`config.mk`:
```
export PLATFORM = sky130hd
export DESIGN_NAME = script_lexer
export DESIGN_NICKNAME = d
export VERILOG_FILES = /design/src/hdl/sl_pkg.sv /design/src/hdl/sl_step.sv /design/src/hdl/sl_outq.sv /design/src/hdl/script_lexer.sv
export SDC_FILE = /design/constraint.sdc
export NUM_CORES = 1
export LEC_CHECK = 0
export BUFFER_PORTS_ARGS = -buffer_cell sky130_fd_sc_hd__buf_2
export CORE_MARGIN = 5
export CORE_UTILIZATION = 30
export DETAILED_ROUTE_END_ITERATION = 12
export GPL_ROUTABILITY_DRIVEN = 1
export PLACE_DENSITY = 0.56
export RECOVER_POWER = 50
export SLEW_MARGIN = 15
export SYNTH_ARGS = -nofsm -noshare
export SYNTH_HDL_FRONTEND = slang
export SYNTH_SLANG_ARGS = --single-unit
```
`constraint.sdc`:
```
create_clock -name i_clk -period 34.6 [get_ports i_clk]
set_clock_uncertainty 0.15 [all_clocks]
set_input_delay 1.73 -clock i_clk [delete_from_list [all_inputs] [get_ports i_clk]]
set_output_delay 1.73 -clock i_clk [all_outputs]
set_load 0.02 [all_outputs]
```
`src/hdl/sl_pkg.sv`:
```
`default_nettype none
package sl_pkg;

    localparam int OFFSET_BITS = 20;
    localparam int LINE_BITS   = 16;
    localparam int KW_COUNT    = 15;
    localparam int MAX_RES     = 3;

    localparam logic [OFFSET_BITS-1:0] OFF_MAX = '1;
    localparam logic [LINE_BITS-1:0]   LC_MAX  = '1;

    // token kinds
    localparam logic [5:0] K_WORD  = 6'd0;
    localparam logic [5:0] K_PUNCT = 6'd16;
    localparam logic [5:0] K_LE    = 6'd30;
    localparam logic [5:0] K_GE    = 6'd31;
    localparam logic [5:0] K_INT   = 6'd32;
    localparam logic [5:0] K_DEC   = 6'd33;
    localparam logic [5:0] K_STR   = 6'd34;
    localparam logic [5:0] K_CHR   = 6'd35;

    // error codes
    localparam logic [1:0] E_NONE  = 2'd0;
    localparam logic [1:0] E_DOT   = 2'd1;
    localparam logic [1:0] E_CHR   = 2'd2;
    localparam logic [1:0] E_WORD  = 2'd3;

    // characters of interest
    localparam logic [7:0] C_NL    = 8'h0A;
    localparam logic [7:0] C_TAB   = 8'h09;
    localparam logic [7:0] C_SP    = 8'h20;
    localparam logic [7:0] C_DQ    = 8'h22;
    localparam logic [7:0] C_SQ    = 8'h27;
    localparam logic [7:0] C_DOT   = 8'h2E;
    localparam logic [7:0] C_LT    = 8'h3C;
    localparam logic [7:0] C_EQ    = 8'h3D;
    localparam logic [7:0] C_GT    = 8'h3E;
    localparam logic [7:0] C_BSL   = 8'h5C;
    localparam logic [7:0] C_0     = 8'h30;
    localparam logic [7:0] C_9     = 8'h39;

    // keywords, right-justified, UTF-8
    localparam logic [127:0] KW_TEXT [KW_COUNT] = '{
        {"BASE_DE_", "DONN\303\211ES"}, "CHARGE", "CR\303\211E", "ET", "FAUX",
        "FICHIER", "NUL", "OU", "RETOURNE", "SI", "SUPPRIME", "TROUVE",
        "UTILISE", "VRAI", "\303\211CRIT"
    };
    localparam logic [4:0] KW_LEN [KW_COUNT] = '{
        5'd16, 5'd6, 5'd5, 5'd2, 5'd4, 5'd7, 5'd3, 5'd2, 5'd8, 5'd2,
        5'd8, 5'd6, 5'd7, 5'd4, 5'd6
    };

    typedef enum logic [2:0] {
        M_IDLE, M_WORD, M_HELD, M_NUM, M_STR, M_CBODY, M_CCLOSE, M_DEAD
    } t_mode;

    typedef struct packed {
        logic [7:0] in_byte;
        logic       in_last;
    } t_in;

    typedef struct packed {
        logic [5:0]             token_kind;
        logic [1:0]             error_code;
        logic [OFFSET_BITS-1:0] start_offset;
        logic [OFFSET_BITS-1:0] token_length;
        logic [LINE_BITS-1:0]   line_number;
        logic [LINE_BITS-1:0]   column;
        logic                   run_last;
    } t_out;

    typedef struct packed {
        t_out [MAX_RES-1:0] slot;
        logic [1:0]         cnt;
    } t_bundle;

    typedef struct packed {
        t_mode                  lex_mode;
        logic [7:0]             held_char;
        logic [KW_COUNT-1:0]    keyword_mask;
        logic                   dot_seen;
        logic [7:0]             prev_byte;
        logic [OFFSET_BITS-1:0] byte_offset;
        logic [OFFSET_BITS-1:0] token_start;
        logic [LINE_BITS-1:0]   line_count;
        logic [LINE_BITS-1:0]   column_count;
    } t_lex_state;

    localparam t_lex_state LEX_RESET = '{
        lex_mode:     M_IDLE,
        held_char:    8'd0,
        keyword_mask: '1,
        dot_seen:     1'b0,
        prev_byte:    8'd0,
        byte_offset:  '0,
        token_start:  '0,
        line_count:   LINE_BITS'(1),
        column_count: '0
    };

endpackage
`default_nettype wire

```
`src/hdl/sl_step.sv`:
```
`default_nettype none
module sl_step
    import sl_pkg::*;
(
    input  t_lex_state i_state,
    input  t_in        i_item,
    output t_lex_state o_state,
    output t_bundle    o_bundle
);

    typedef struct packed {
        logic       hit;
        logic [3:0] idx;
    } t_pinfo;

    function automatic t_pinfo punct_info(input logic [7:0] c);
        t_pinfo r;
        r.hit = 1'b1;
        unique case (c)
            8'h22:   r.idx = 4'd0;
            8'h27:   r.idx = 4'd1;
            8'h28:   r.idx = 4'd2;
            8'h29:   r.idx = 4'd3;
            8'h2C:   r.idx = 4'd4;
            8'h2E:   r.idx = 4'd5;
            8'h3A:   r.idx = 4'd6;
            8'h3B:   r.idx = 4'd7;
            8'h3C:   r.idx = 4'd8;
            8'h3E:   r.idx = 4'd9;
            8'h5B:   r.idx = 4'd10;
            8'h5D:   r.idx = 4'd11;
            8'h7B:   r.idx = 4'd12;
            8'h7D:   r.idx = 4'd13;
            default: begin
                r.hit = 1'b0;
                r.idx = 4'd0;
            end
        endcase
        return r;
    endfunction

    function automatic logic is_digit(input logic [7:0] c);
        return (c >= C_0) && (c <= C_9);
    endfunction

    function automatic logic is_space(input logic [7:0] c);
        return (c == C_SP) || (c == C_NL) || (c == C_TAB);
    endfunction

    function automatic logic [OFFSET_BITS-1:0] sat_off(input logic [OFFSET_BITS-1:0] v,
                                                       input logic [1:0] n);
        logic [OFFSET_BITS:0] s;
        s = {1'b0, v} + (OFFSET_BITS+1)'(n);
        return s[OFFSET_BITS] ? OFF_MAX : s[OFFSET_BITS-1:0];
    endfunction

    function automatic logic [LINE_BITS-1:0] sat_lc(input logic [LINE_BITS-1:0] v,
                                                    input logic [1:0] n);
        logic [LINE_BITS:0] s;
        s = {1'b0, v} + (LINE_BITS+1)'(n);
        return s[LINE_BITS] ? LC_MAX : s[LINE_BITS-1:0];
    endfunction

    function automatic t_lex_state adv(input t_lex_state st, input logic [1:0] n);
        t_lex_state r;
        r              = st;
        r.byte_offset  = sat_off(st.byte_offset, n);
        r.column_count = sat_lc(st.column_count, n);
        return r;
    endfunction

    function automatic logic [7:0] kw_byte(input int k, input logic [3:0] i);
        logic [3:0] p;
        p = 4'(KW_LEN[k] - 5'd1) - i;
        return KW_TEXT[k][{p, 3'b000} +: 8];
    endfunction

    function automatic logic [KW_COUNT-1:0] narrow(input logic [KW_COUNT-1:0] m,
                                                   input logic [OFFSET_BITS-1:0] idx,
                                                   input logic [7:0] c);
        logic [KW_COUNT-1:0] r;
        r = m;
        for (int k = 0; k < KW_COUNT; k++) begin
            if (idx >= OFFSET_BITS'(KW_LEN[k]) || kw_byte(k, idx[3:0]) != c) begin
                r[k] = 1'b0;
            end
        end
        return r;
    endfunction

    function automatic logic [5:0] word_kind(input logic [KW_COUNT-1:0] m,
                                             input logic [OFFSET_BITS-1:0] len);
        logic [5:0] r;
        r = K_WORD;
        for (int k = 0; k < KW_COUNT; k++) begin
            if (m[k] && len == OFFSET_BITS'(KW_LEN[k])) begin
                r = 6'(k + 1);
            end
        end
        return r;
    endfunction

    function automatic t_out mk(input logic [5:0] kind, input logic [1:0] err,
                                input logic [OFFSET_BITS-1:0] start,
                                input logic [OFFSET_BITS-1:0] len, input t_lex_state st);
        t_out r;
        r.token_kind   = kind;
        r.error_code   = err;
        r.start_offset = start;
        r.token_length = len;
        r.line_number  = st.line_count;
        r.column       = st.column_count;
        r.run_last     = 1'b0;
        return r;
    endfunction

    function automatic t_bundle push(input t_bundle bb, input t_out e);
        t_bundle r;
        r = bb;
        if (r.cnt != 2'd3) begin
            r.slot[r.cnt] = e;
            r.cnt         = r.cnt + 2'd1;
        end
        return r;
    endfunction

    function automatic logic [5:0] held_kind(input logic [7:0] c);
        t_pinfo p;
        p = punct_info(c);
        return K_PUNCT + (p.hit ? 6'(p.idx) : 6'd0);
    endfunction

    always_comb begin
        t_lex_state s;
        t_bundle    bb;
        logic [7:0] b;
        logic       do_idle;
        t_pinfo     pi;
        logic [OFFSET_BITS-1:0] len;

        s       = i_state;
        bb      = '0;
        b       = i_item.in_byte;
        do_idle = 1'b0;
        pi      = punct_info(b);
        len     = s.byte_offset - s.token_start;

        unique case (s.lex_mode)
            M_IDLE: do_idle = 1'b1;
            M_WORD: begin
                if (is_space(b) || pi.hit) begin
                    bb = push(bb, mk(word_kind(s.keyword_mask, len), E_NONE,
                                     s.token_start, len, s));
                    s.lex_mode = M_IDLE;
                    do_idle    = 1'b1;
                end else begin
                    s.keyword_mask = narrow(s.keyword_mask, len, b);
                    s = adv(s, 2'd1);
                end
            end
            M_HELD: begin
                if ((s.held_char == C_LT || s.held_char == C_GT) && b == C_EQ) begin
                    bb = push(bb, mk((s.held_char == C_LT) ? K_LE : K_GE, E_NONE,
                                     s.byte_offset, OFFSET_BITS'(2), s));
                    s = adv(s, 2'd2);
                    s.lex_mode = M_IDLE;
                end else if (s.held_char == C_DOT && is_digit(b)) begin
                    s.token_start = s.byte_offset;
                    s.dot_seen    = 1'b1;
                    s = adv(s, 2'd2);
                    s.lex_mode = M_NUM;
                end else begin
                    bb = push(bb, mk(held_kind(s.held_char), E_NONE, s.byte_offset,
                                     OFFSET_BITS'(1), s));
                    s = adv(s, 2'd1);
                    s.lex_mode = M_IDLE;
                    do_idle    = 1'b1;
                end
            end
            M_NUM: begin
                if (is_digit(b)) begin
                    s = adv(s, 2'd1);
                end else if (b == C_DOT) begin
                    if (s.dot_seen) begin
                        bb = push(bb, mk(K_WORD, E_DOT, s.token_start, len, s));
                        s.lex_mode = M_DEAD;
                    end else begin
                        s.dot_seen = 1'b1;
                        s = adv(s, 2'd1);
                    end
                end else begin
                    bb = push(bb, mk(s.dot_seen ? K_DEC : K_INT, E_NONE,
                                     s.token_start, len, s));
                    s.lex_mode = M_IDLE;
                    do_idle    = 1'b1;
                end
            end
            M_STR: begin
                // escaped quote stays inside the string
                if (b == C_DQ && s.prev_byte != C_BSL) begin
                    s = adv(s, 2'd1);
                    bb = push(bb, mk(K_STR, E_NONE, s.token_start, len, s));
                    s.lex_mode = M_IDLE;
                end else begin
                    s = adv(s, 2'd1);
                end
            end
            M_CBODY: begin
                s = adv(s, 2'd1);
                s.lex_mode = M_CCLOSE;
            end
            M_CCLOSE: begin
                if (b == C_SQ) begin
                    s = adv(s, 2'd1);
                    bb = push(bb, mk(K_CHR, E_NONE, s.token_start, OFFSET_BITS'(1), s));
                    s.lex_mode = M_IDLE;
                end else begin
                    bb = push(bb, mk(K_WORD, E_CHR, s.token_start, OFFSET_BITS'(1), s));
                    s.lex_mode = M_DEAD;
                end
            end
            M_DEAD: ;
        endcase

        if (do_idle) begin
            if (b == C_NL) begin
                s.line_count   = sat_lc(s.line_count, 2'd1);
                s.column_count = '0;
                s = adv(s, 2'd1);
            end else if (is_space(b)) begin
                s = adv(s, 2'd1);
            end else if (pi.hit) begin
                if (b == C_LT || b == C_GT || b == C_DOT) begin
                    s.lex_mode    = M_HELD;
                    s.held_char   = b;
                    s.token_start = s.byte_offset;
                end else if (b == C_DQ) begin
                    s = adv(s, 2'd1);
                    s.token_start = s.byte_offset;
                    s.lex_mode    = M_STR;
                end else if (b == C_SQ) begin
                    s = adv(s, 2'd1);
                    s.token_start = s.byte_offset;
                    s.lex_mode    = M_CBODY;
                end else begin
                    bb = push(bb, mk(K_PUNCT + 6'(pi.idx), E_NONE, s.byte_offset,
                                     OFFSET_BITS'(1), s));
                    s = adv(s, 2'd1);
                end
            end else if (is_digit(b)) begin
                s.lex_mode    = M_NUM;
                s.token_start = s.byte_offset;
                s.dot_seen    = 1'b0;
                s = adv(s, 2'd1);
            end else begin
                s.lex_mode     = M_WORD;
                s.token_start  = s.byte_offset;
                s.keyword_mask = narrow('1, '0, b);
                s = adv(s, 2'd1);
            end
        end

        s.prev_byte = b;

        if (i_item.in_last) begin
            len = s.byte_offset - s.token_start;
            unique case (s.lex_mode)
                M_WORD:   bb = push(bb, mk(K_WORD, E_WORD, s.token_start, len, s));
                M_HELD:   bb = push(bb, mk(held_kind(s.held_char), E_NONE, s.byte_offset,
                                           OFFSET_BITS'(1), s));
                M_NUM:    bb = push(bb, mk(s.dot_seen ? K_DEC : K_INT, E_NONE,
                                           s.token_start, len, s));
                M_STR:    bb = push(bb, mk(K_STR, E_NONE, s.token_start, len, s));
                M_CBODY:  bb = push(bb, mk(K_WORD, E_CHR, s.token_start, '0, s));
                M_CCLOSE: bb = push(bb, mk(K_WORD, E_CHR, s.token_start,
                                           OFFSET_BITS'(1), s));
                M_IDLE, M_DEAD: ;
            endcase
            s = LEX_RESET;
        end

        if (bb.cnt != 2'd0) begin
            bb.slot[2'(bb.cnt - 2'd1)].run_last = 1'b1;
        end

        o_state  = s;
        o_bundle = bb;
    end

endmodule
`default_nettype wire

```
`src/hdl/sl_outq.sv`:
```
`default_nettype none
module sl_outq
    import sl_pkg::*;
(
    input  logic    i_clk,
    input  logic    i_rst_n,
    input  logic    i_load,
    input  t_bundle i_bundle,
    output logic    o_can_load,
    output logic    o_out_valid,
    input  logic    i_out_stall,
    output t_out    o_out_data
);

    t_bundle    r_bundle;
    logic       r_busy;
    logic [1:0] r_rd;
    logic       last_taken;

    assign last_taken  = r_busy && !i_out_stall && (r_rd == 2'(r_bundle.cnt - 2'd1));
    assign o_can_load  = !r_busy || last_taken;
    assign o_out_valid = r_busy;
    assign o_out_data  = r_bundle.slot[r_rd];

    always_ff @(posedge i_clk) begin
        if (!i_rst_n) begin
            r_busy <= 1'b0;
            r_rd   <= 2'd0;
        end else if (i_load) begin
            r_busy <= 1'b1;
            r_rd   <= 2'd0;
        end else if (last_taken) begin
            r_busy <= 1'b0;
        end else if (r_busy && !i_out_stall) begin
            r_rd <= r_rd + 2'd1;
        end
    end

    always_ff @(posedge i_clk) begin
        if (i_load) begin
            r_bundle <= i_bundle;
        end
    end

endmodule
`default_nettype wire

```
`src/hdl/script_lexer.sv`:
```
`default_nettype none
// Streaming lexer: one source byte per input beat, in_last on the final byte of a
// script. Each byte is registered, then one pass of logic against the lexer state
// (mode, held mark, keyword mask, counters) yields up to three token records and
// the next state. Records are parked in a three-slot result register and leave one
// per cycle unless the output stalls. Throughput is one byte per cycle while each
// byte yields at most one record and the output does not stall; more records hold
// the input until the result register drains. A beat passes the input register,
// then the result register, before its first record. After the final byte any open
// token is closed and the state returns to its reset value for the next script.
module script_lexer
    import sl_pkg::*;
(
    input  logic i_clk,
    input  logic i_rst_n,
    input  logic i_in_valid,
    output logic o_in_stall,
    input  t_in  i_in_data,
    output logic o_out_valid,
    input  logic i_out_stall,
    output t_out o_out_data
);

    // input register
    logic       r_iv;
    t_in        r_item;

    // lexer state
    t_lex_state r_state;
    t_lex_state n_state;
    t_bundle    n_bundle;

    logic can_load;
    logic step;

    // the registered byte is consumed once the result register can take its records
    assign step       = r_iv && can_load;
    assign o_in_stall = r_iv && !can_load;

    always_ff @(posedge i_clk) begin
        if (!i_rst_n) begin
            r_iv <= 1'b0;
        end else if (i_in_valid && !o_in_stall) begin
            r_iv <= 1'b1;
        end else if (step) begin
            r_iv <= 1'b0;
        end
    end

    always_ff @(posedge i_clk) begin
        if (i_in_valid && !o_in_stall) begin
            r_item <= i_in_data;
        end
    end

    always_ff @(posedge i_clk) begin
        if (!i_rst_n) begin
            r_state <= LEX_RESET;
        end else if (step) begin
            r_state <= n_state;
        end
    end

    sl_step u_step (
        .i_state  (r_state),
        .i_item   (r_item),
        .o_state  (n_state),
        .o_bundle (n_bundle)
    );

    // bytes that yield no record never load the result register
    sl_outq u_outq (
        .i_clk       (i_clk),
        .i_rst_n     (i_rst_n),
        .i_load      (step && (n_bundle.cnt != 2'd0)),
        .i_bundle    (n_bundle),
        .o_can_load  (can_load),
        .o_out_valid (o_out_valid),
        .i_out_stall (i_out_stall),
        .o_out_data  (o_out_data)
    );

endmodule
`default_nettype wire
```
==> flow_summary.ini, run 1 <==
[cells_and_area]
regArea_um2 = 9851
nets = 3359
drive_above_1_share = 0.06856
fin_util = 0.3348
area_growth_pct = 10.48
finalNonFillerCells = 4490
fillers = 9527
multi_input_comb_area_um2 = 16190

[routing]
postRouteAntennaNets = 0
drt_pass1_iterations = 6
drt_iter0_drc = 3363
vias = 26860
wirelength_um = 110000
drc = 0
wire_per_inst_um = 24.50
via_per_inst = 5.982

[die]
initial_core_util = 0.3030
dieArea_um2 = 97340
die_h_um = 312.0
die_w_um = 312.0
core_um2 = 90290
io_pins = 96
rows = 110

[synthesis]
syn_area_per_cell_um2 = 8.278
synth-simple-area-share = 0.2111
yosysTopAreaCell = edfxtp_1
synthFlopType = edfxtp_1
synth_top_family_by_area = compound AO/OA/AOI/OAI gates
synth_common_cells = nand2_1 (365), o21ai_0 (322), nor2_1 (303)
synth.most_common_cell = nand2_1
syn_inst = 3305
synth-compound-area-share = 0.2639
synthMuxAreaShare = 0.04569
synth_edf_count = 254
postSynth.asyncResetShare = 0
synth-xor-area-share = 0.03352
yosys_register_bits = 365
synth_fa_ha_area_frac = 0.03256
yosys.area.top_type_share = 0.2788
synth-seq-area-share = 0.3600
yosysUniqueCellTypes = 123
synth_area_um2 = 27360
yosys_warnings = 0
synthTopCellsByArea = edfxtp_1 (28%), dfxtp_1 (8.1%), o21ai_0 (5.9%)

[power_and_ir_drop]
power.leakage_nw = 9.946
cellPowerDensity_nw_per_um2 = 41.13
p_total_mw = 1.243
ir_drop_mv = 0.02942

[critical_path]
worstSetupStartpointType = register
reg2reg_depth = 16
cp-end-kind = register
startpoint = r_item[2]
required_ns = 34.93
cp_data_arrival_time_ns = 15.50
criticalPathCategory = reg -> reg
reg2reg_from = r_item[2]
cp_max_fo = 175

[sta]
max_slew_margin = -5.073
setup_viol = 0
rsz0062_at_grt = false
tightest_slew_ns = 9.110
drv_slew = 568
finalHoldViolations = 0
fin_tns_setup_ns = 0
fmax_mhz = 65.93
period_minus_slack_ns = 15.17
period_share = 0.4384

[clock_tree]
cts_tree = done
cts_setup_buffers = 0
h-tree-depth = 2
clkLatencyLatePin_ns = 0.60
cts_made_buffers = 44
cts_resized = 0
path_clk_slew_ns = 0.06
root_buffer = clkbuf_16
cts.path.max_buffers = 3
numClockSinks = 365
ctsHoldBuffers = 0

[worst_hold_path]
hold_start = r_state[76]
worstHoldPathCells = 2
hold_class = reg -> reg

[grt]
grt_overflow = 0
antenna_found_initial = 6
grt_first_pass_wirelength_um = 163200
track_usage = 0.2133
grt_pass1_vias = 24790
grt_max_degree = 176

[placed_design]
io_buffers = 95
placedCellCount = 4406
place_congestion = 0.9972
dp_hpwl_um = 78510

[run]
maxCapViolations = 11

[outcome]
violations = capacitance limit, slew limit
status = finished with violations
-- worst max-delay path: stages (launching register included) --
cell and delay, ns:
edfxtp_1 0.31, clkbuf_1 1.35, inv_1 0.59, nor2_1 0.52, and3_1 0.70, o31ai_1 0.21
clkbuf_1 0.38, a21oi_1 0.29, clkbuf_1 0.92, a22oi_1 0.61, and2_0 0.38, a221o_1 0.43
a21oi_4 0.12, clkbuf_1 6.29, buf_4 1.44, nand2b_1 0.24, nor3_1 0.07
-- path summary, 6_finish.rpt --
| kind | to | slack (ns) |
|---|---|---|
| worst max-delay path | u_outq.r_rd[0] | 19.43 |
| worst min-delay path | r_state[76] | 0.31 |
| worst max register to register | u_outq.r_rd[0] | 19.43 |
| worst min register to register | r_state[76] | 0.31 |
-- layer usage --
layer	vias to the layer above	routed length, um	global-route usage
met5	-	36	0
met2	1323	48340	0.3289
met1	13060	47560	0.3019
met3	236	9975	0.04188
met4	4	4098	0.06779
li1	12240	-	-
-- registers in the layout, summed over array words and instances, names as in the netlist --
signal	flops
u_outq.o_out_valid	1
u_outq.r_bundle	245
r_state	107
r_iv	1
u_outq.r_rd	2
r_item	9
-- kinds of logic after synthesis --
group / Yosys count
buffers and inverters: 348
AOI/OAI and AO/OA: 1098
muxes: 124
adders and majority gates: 70
xor gates and xnor gates: 103
other: 1
and+or+nand+nor: 1196
DFF: 365
-- power by group --
group	internal [mW]	switching, mW
Clock	0.297	0.200
Sequential	0.487	0.00658
Combinational	0.0762	0.176
Total	0.860	0.383
-- placed cells by master (no fill, tap or decap), types with 24 or more instances in the layout --
| master | Yosys | final |
|---|---|---|
| clkbuf_16 | 0 | 44 |
| nor3_1 | 68 | 68 |
| xor2_1 | 37 | 36 |
| a31oi_1 | 67 | 66 |
| nor2_1 | 303 | 301 |
| nor2b_1 | 58 | 57 |
| mux2i_1 | 117 | 117 |
| edfxtp_1 | 254 | 254 |
| nand2_1 | 365 | 365 |
| o22ai_1 | 56 | 56 |
| a21oi_1 | 216 | 216 |
| clkbuf_1 | 179 | 90 |
| nand4_1 | 30 | 30 |
| a211oi_1 | 24 | 24 |
| a21o_1 | 29 | 28 |
| dfxtp_1 | 111 | 110 |
| a22oi_1 | 44 | 45 |
| buf_4 | 6 | 53 |
| inv_1 | 84 | 85 |
| o21ai_0 | 322 | 324 |
| xnor2_1 | 65 | 64 |
| ha_1 | 68 | 68 |
| and2_1 | 53 | 35 |
| buf_2 | 38 | 27 |
| conb_1 | 1 | 27 |
| nand3_1 | 142 | 141 |
| and3_1 | 32 | 32 |
-- layout make-up --
class / instances / share of cell area
inverters: 87 / 0.01080
flip-flops and latches: 365 / 0.3259
multi-input cells: 2618 / 0.5357
diodes: 3 / 0.0002484
well taps: 1176 / 0.04868
clock buffers: 57 / 0.03903
repair buffers: 160 / 0.02757
clock inverters: 24 / 0.01209
-- per-stage QoR --
step,setup slack (ns),hold WS (ns),area [um2]
floorplan,18.73,0.2884,27460
global placement,25.98,0.3020,28880
detailed placement,25.87,0.3047,28880
CTS,25.80,0.3128,30430
global route,18.07,0.3358,30220
finish,19.43,0.3130,30230
Power figures use the tool's default switching activity.
==> run 2: changes to the inputs <==
- ABC_AREA: default -> 1
- PLACE_DENSITY: 0.56 -> 0.55
- clock period: 34.6 -> 15.2 ns (I/O delays scaled with it)
==> run 2 against run 1 <==
Net effect: the run still ends with capacitance limit, slew limit left; routed wire length increased by 3.9%; die area increased by 2.0%; clock-buffer cell count decreased by 5; via count increased by 7.0%; fmax increased by 27%; sequential power increased by 130%; cell count increased by 17%; worst setup slack got worse by 16 ns; sequential cell count unchanged; global-route usage increased by 0.72 points; register-to-register slack got worse by 16 ns; combinational power increased to 4.0 times the previous value; critical path type unchanged; critical endpoint is now u_outq.r_bundle[232].
==> flow_summary.ini, run 2 <==
[power_and_ir_drop]
p_switching_mw = 1.237
cellPowerDensity_nw_per_um2 = 105.9
p_int_mw = 2.024
power.leakage_nw = 11.81
p_clk_frac = 0.336
swShare = 0.3793
ir_drop_mv = 0.07682
pwr-share-seq = 0.355
comb_power_share = 0.309

[clock_tree]
h-tree-depth = 2
path_clk_slew_ns = 0.06
cts_setup_buffers = 0
cts_tree = done
clkLatencyLatePin_ns = 0.61
ctsHoldBuffers = 0
cts.path.max_buffers = 3
root_buffer = clkbuf_16
cts_resized = 0
cts_made_buffers = 45
numClockSinks = 365

[grt]
grt_pass1_vias = 26330
grt_max_degree = 150
track_usage = 0.2205
grt_overflow = 0
antenna_found_initial = 5
grt_first_pass_wirelength_um = 169800

[synthesis]
synth_area_um2 = 27910
yosysUniqueCellTypes = 82
yosys_warnings = 0
synthMuxAreaShare = 0.0008069
postSynth.asyncResetShare = 0
synth-seq-area-share = 0.3529
yosys_register_bits = 365
synth_edf_count = 254
synth-compound-area-share = 0.1956
synth-xor-area-share = 0.03765
synthFlopType = edfxtp_1
yosysTopAreaCell = edfxtp_1
synth_common_cells = nand2_1 (815), nor2_1 (515), inv_1 (367)
synth_fa_ha_area_frac = 0.03192
synthTopCellsByArea = edfxtp_1 (27%), nand2_1 (11%), dfxtp_1 (8.0%)
synth-simple-area-share = 0.2914
syn_inst = 3952
yosys.area.top_type_share = 0.2733
synth_top_family_by_area = simple AND/OR/NAND/NOR gates
syn_area_per_cell_um2 = 7.063
synth.most_common_cell = nand2_1

[routing]
vias = 28730
drt_pass1_iterations = 8
route.met2.wl_um = 48770
drc = 0
routed.top_layer = met5
wirelength_um = 114300
drt_iter0_drc = 3400
via_per_inst = 5.477
postRouteAntennaNets = 0
wire_per_inst_um = 21.80
wl_met3_um = 10780
met1_length_um = 50630

[critical_path]
cp_max_fo = 149
criticalPathCategory = reg -> reg
cp-end-kind = register
slowest_stage = nor3_1
cp_common_cell = nand2_1
cp_data_arrival_time_ns = 11.98
worstSetupStartpointType = register
slowest_delay_ns = 1.25
required_ns = 15.25

[sta]
tightest_slew_ns = 3.432
period_share = 0.7849
max_slew_margin = -1.288
fmax_mhz = 83.82
fin_tns_setup_ns = 0
rsz0062_at_grt = false
finalHoldViolations = 0
setup_viol = 0
period_minus_slack_ns = 11.93
drv_slew = 457

[outcome]
status = finished with violations
violations = capacitance limit, slew limit

[die]
die_w_um = 315.0
dieArea_um2 = 99240
core_um2 = 91940
io_pins = 96
initial_core_util = 0.3036
rows = 111
die_h_um = 315.0

[cells_and_area]
area_growth_pct = 10.33
largest_reg_flops = 245
drive_above_1_share = 0.06845
nets = 4050
insertedDiodeCount = 0
top_regs = u_outq.r_bundle: 245 flops, r_state: 107 flops, r_item: 9 flops
fillers = 10120
mostFrequentLayoutCell = nand2_1
finalNonFillerCells = 5246
final_cell_mix = nand2_1 (817), nor2_1 (517), inv_1 (369)
regMostFlops = u_outq.r_bundle

[placed_design]
io_buffers = 95
place_congestion = 0.9932
placedCellCount = 5163
dp_hpwl_um = 83790

[worst_hold_path]
hold_class = in -> reg

[run]
maxCapViolations = 11
run 2: power groups by stage:
stage | combinational, mW | clock, mW | sequential [mW]
6_report | 1.01 | 1.09 | 1.16
5_1_grt | 1.09 | 1.16 | 1.16
4_1_cts | 0.992 | 1.12 | 1.16
3_5_place_dp | 0.987 | 0 | 1.18
3_3_place_gp | 0.995 | 0 | 1.18
2_1_floorplan | 0.670 | 0 | 1.17
run 2: stage by stage:
step / hold slack [ns] / power, mW / worst slack [ns] / util / instance area (um2)
4_1_cts: 0.1614 / 3.265 / 6.745 / 0.3373 / 31010
2_1_floorplan: 0.2865 / 1.842 / 6.878 / - / 28010
3_5_place_dp: 0.3034 / 2.165 / 6.754 / 0.3210 / 29510
6_report: 0.1907 / 3.261 / 3.270 / 0.3350 / 30800
3_3_place_gp: 0.3055 / 2.172 / 6.994 / 0.3210 / 29510
5_1_grt: 0.1788 / 3.411 / 2.959 / 0.3350 / 30800
run 2: logic make-up after synthesis:
group,after synthesis
flip-flops,365
AO/OA/AOI/OAI,905
multiplexers,2
adder cells (fa/ha/maj),70
other,1
XOR/XNOR,120
AND/OR/NAND/NOR,1868
buffers and inverters,621
run 2: worst paths after layout:
kind / start / to / slack (ns) / cells past startpoint
setup / recovery: r_item[3] / u_outq.r_bundle[232] / 3.27 / 28
hold / removal: i_in_data[0] / r_item[0] / 0.19 / 1
setup reg to reg: r_item[3] / u_outq.r_bundle[232] / 3.27 / 28
hold reg to reg: r_state[72] / r_state[72] / 0.32 / 2
run 2: metal layers:
| metal | up-vias | global-route usage |
|---|---|---|
| met3 | 256 | 0.05344 |
| met1 | 13570 | 0.3097 |
| met5 | - | 0 |
| met4 | 6 | 0.06729 |
| li1 | 13530 | - |
| met2 | 1367 | 0.3354 |
run 2: area by class of cell:
type	instances	area [um2]	share of cell area
Sequential cell	365	9853	0.3200
Multi-Input combinational cell	2992	15600	0.5066
Clock inverter	31	320.3	0.01040
Timing Repair Buffer	135	655.6	0.02129
Clock buffer	52	1172	0.03807
Tap cell	1243	1555	0.05050
Inverter	428	1637	0.05314
run 2: critical path, delay by kind of cell (launching register included):
kind,cells,cell delay [ns]
DFF,1,0.73
and+or+nand+nor,17,4.75
AOI/OAI and AO/OA,1,0.19
buffers and inverters,10,5.29
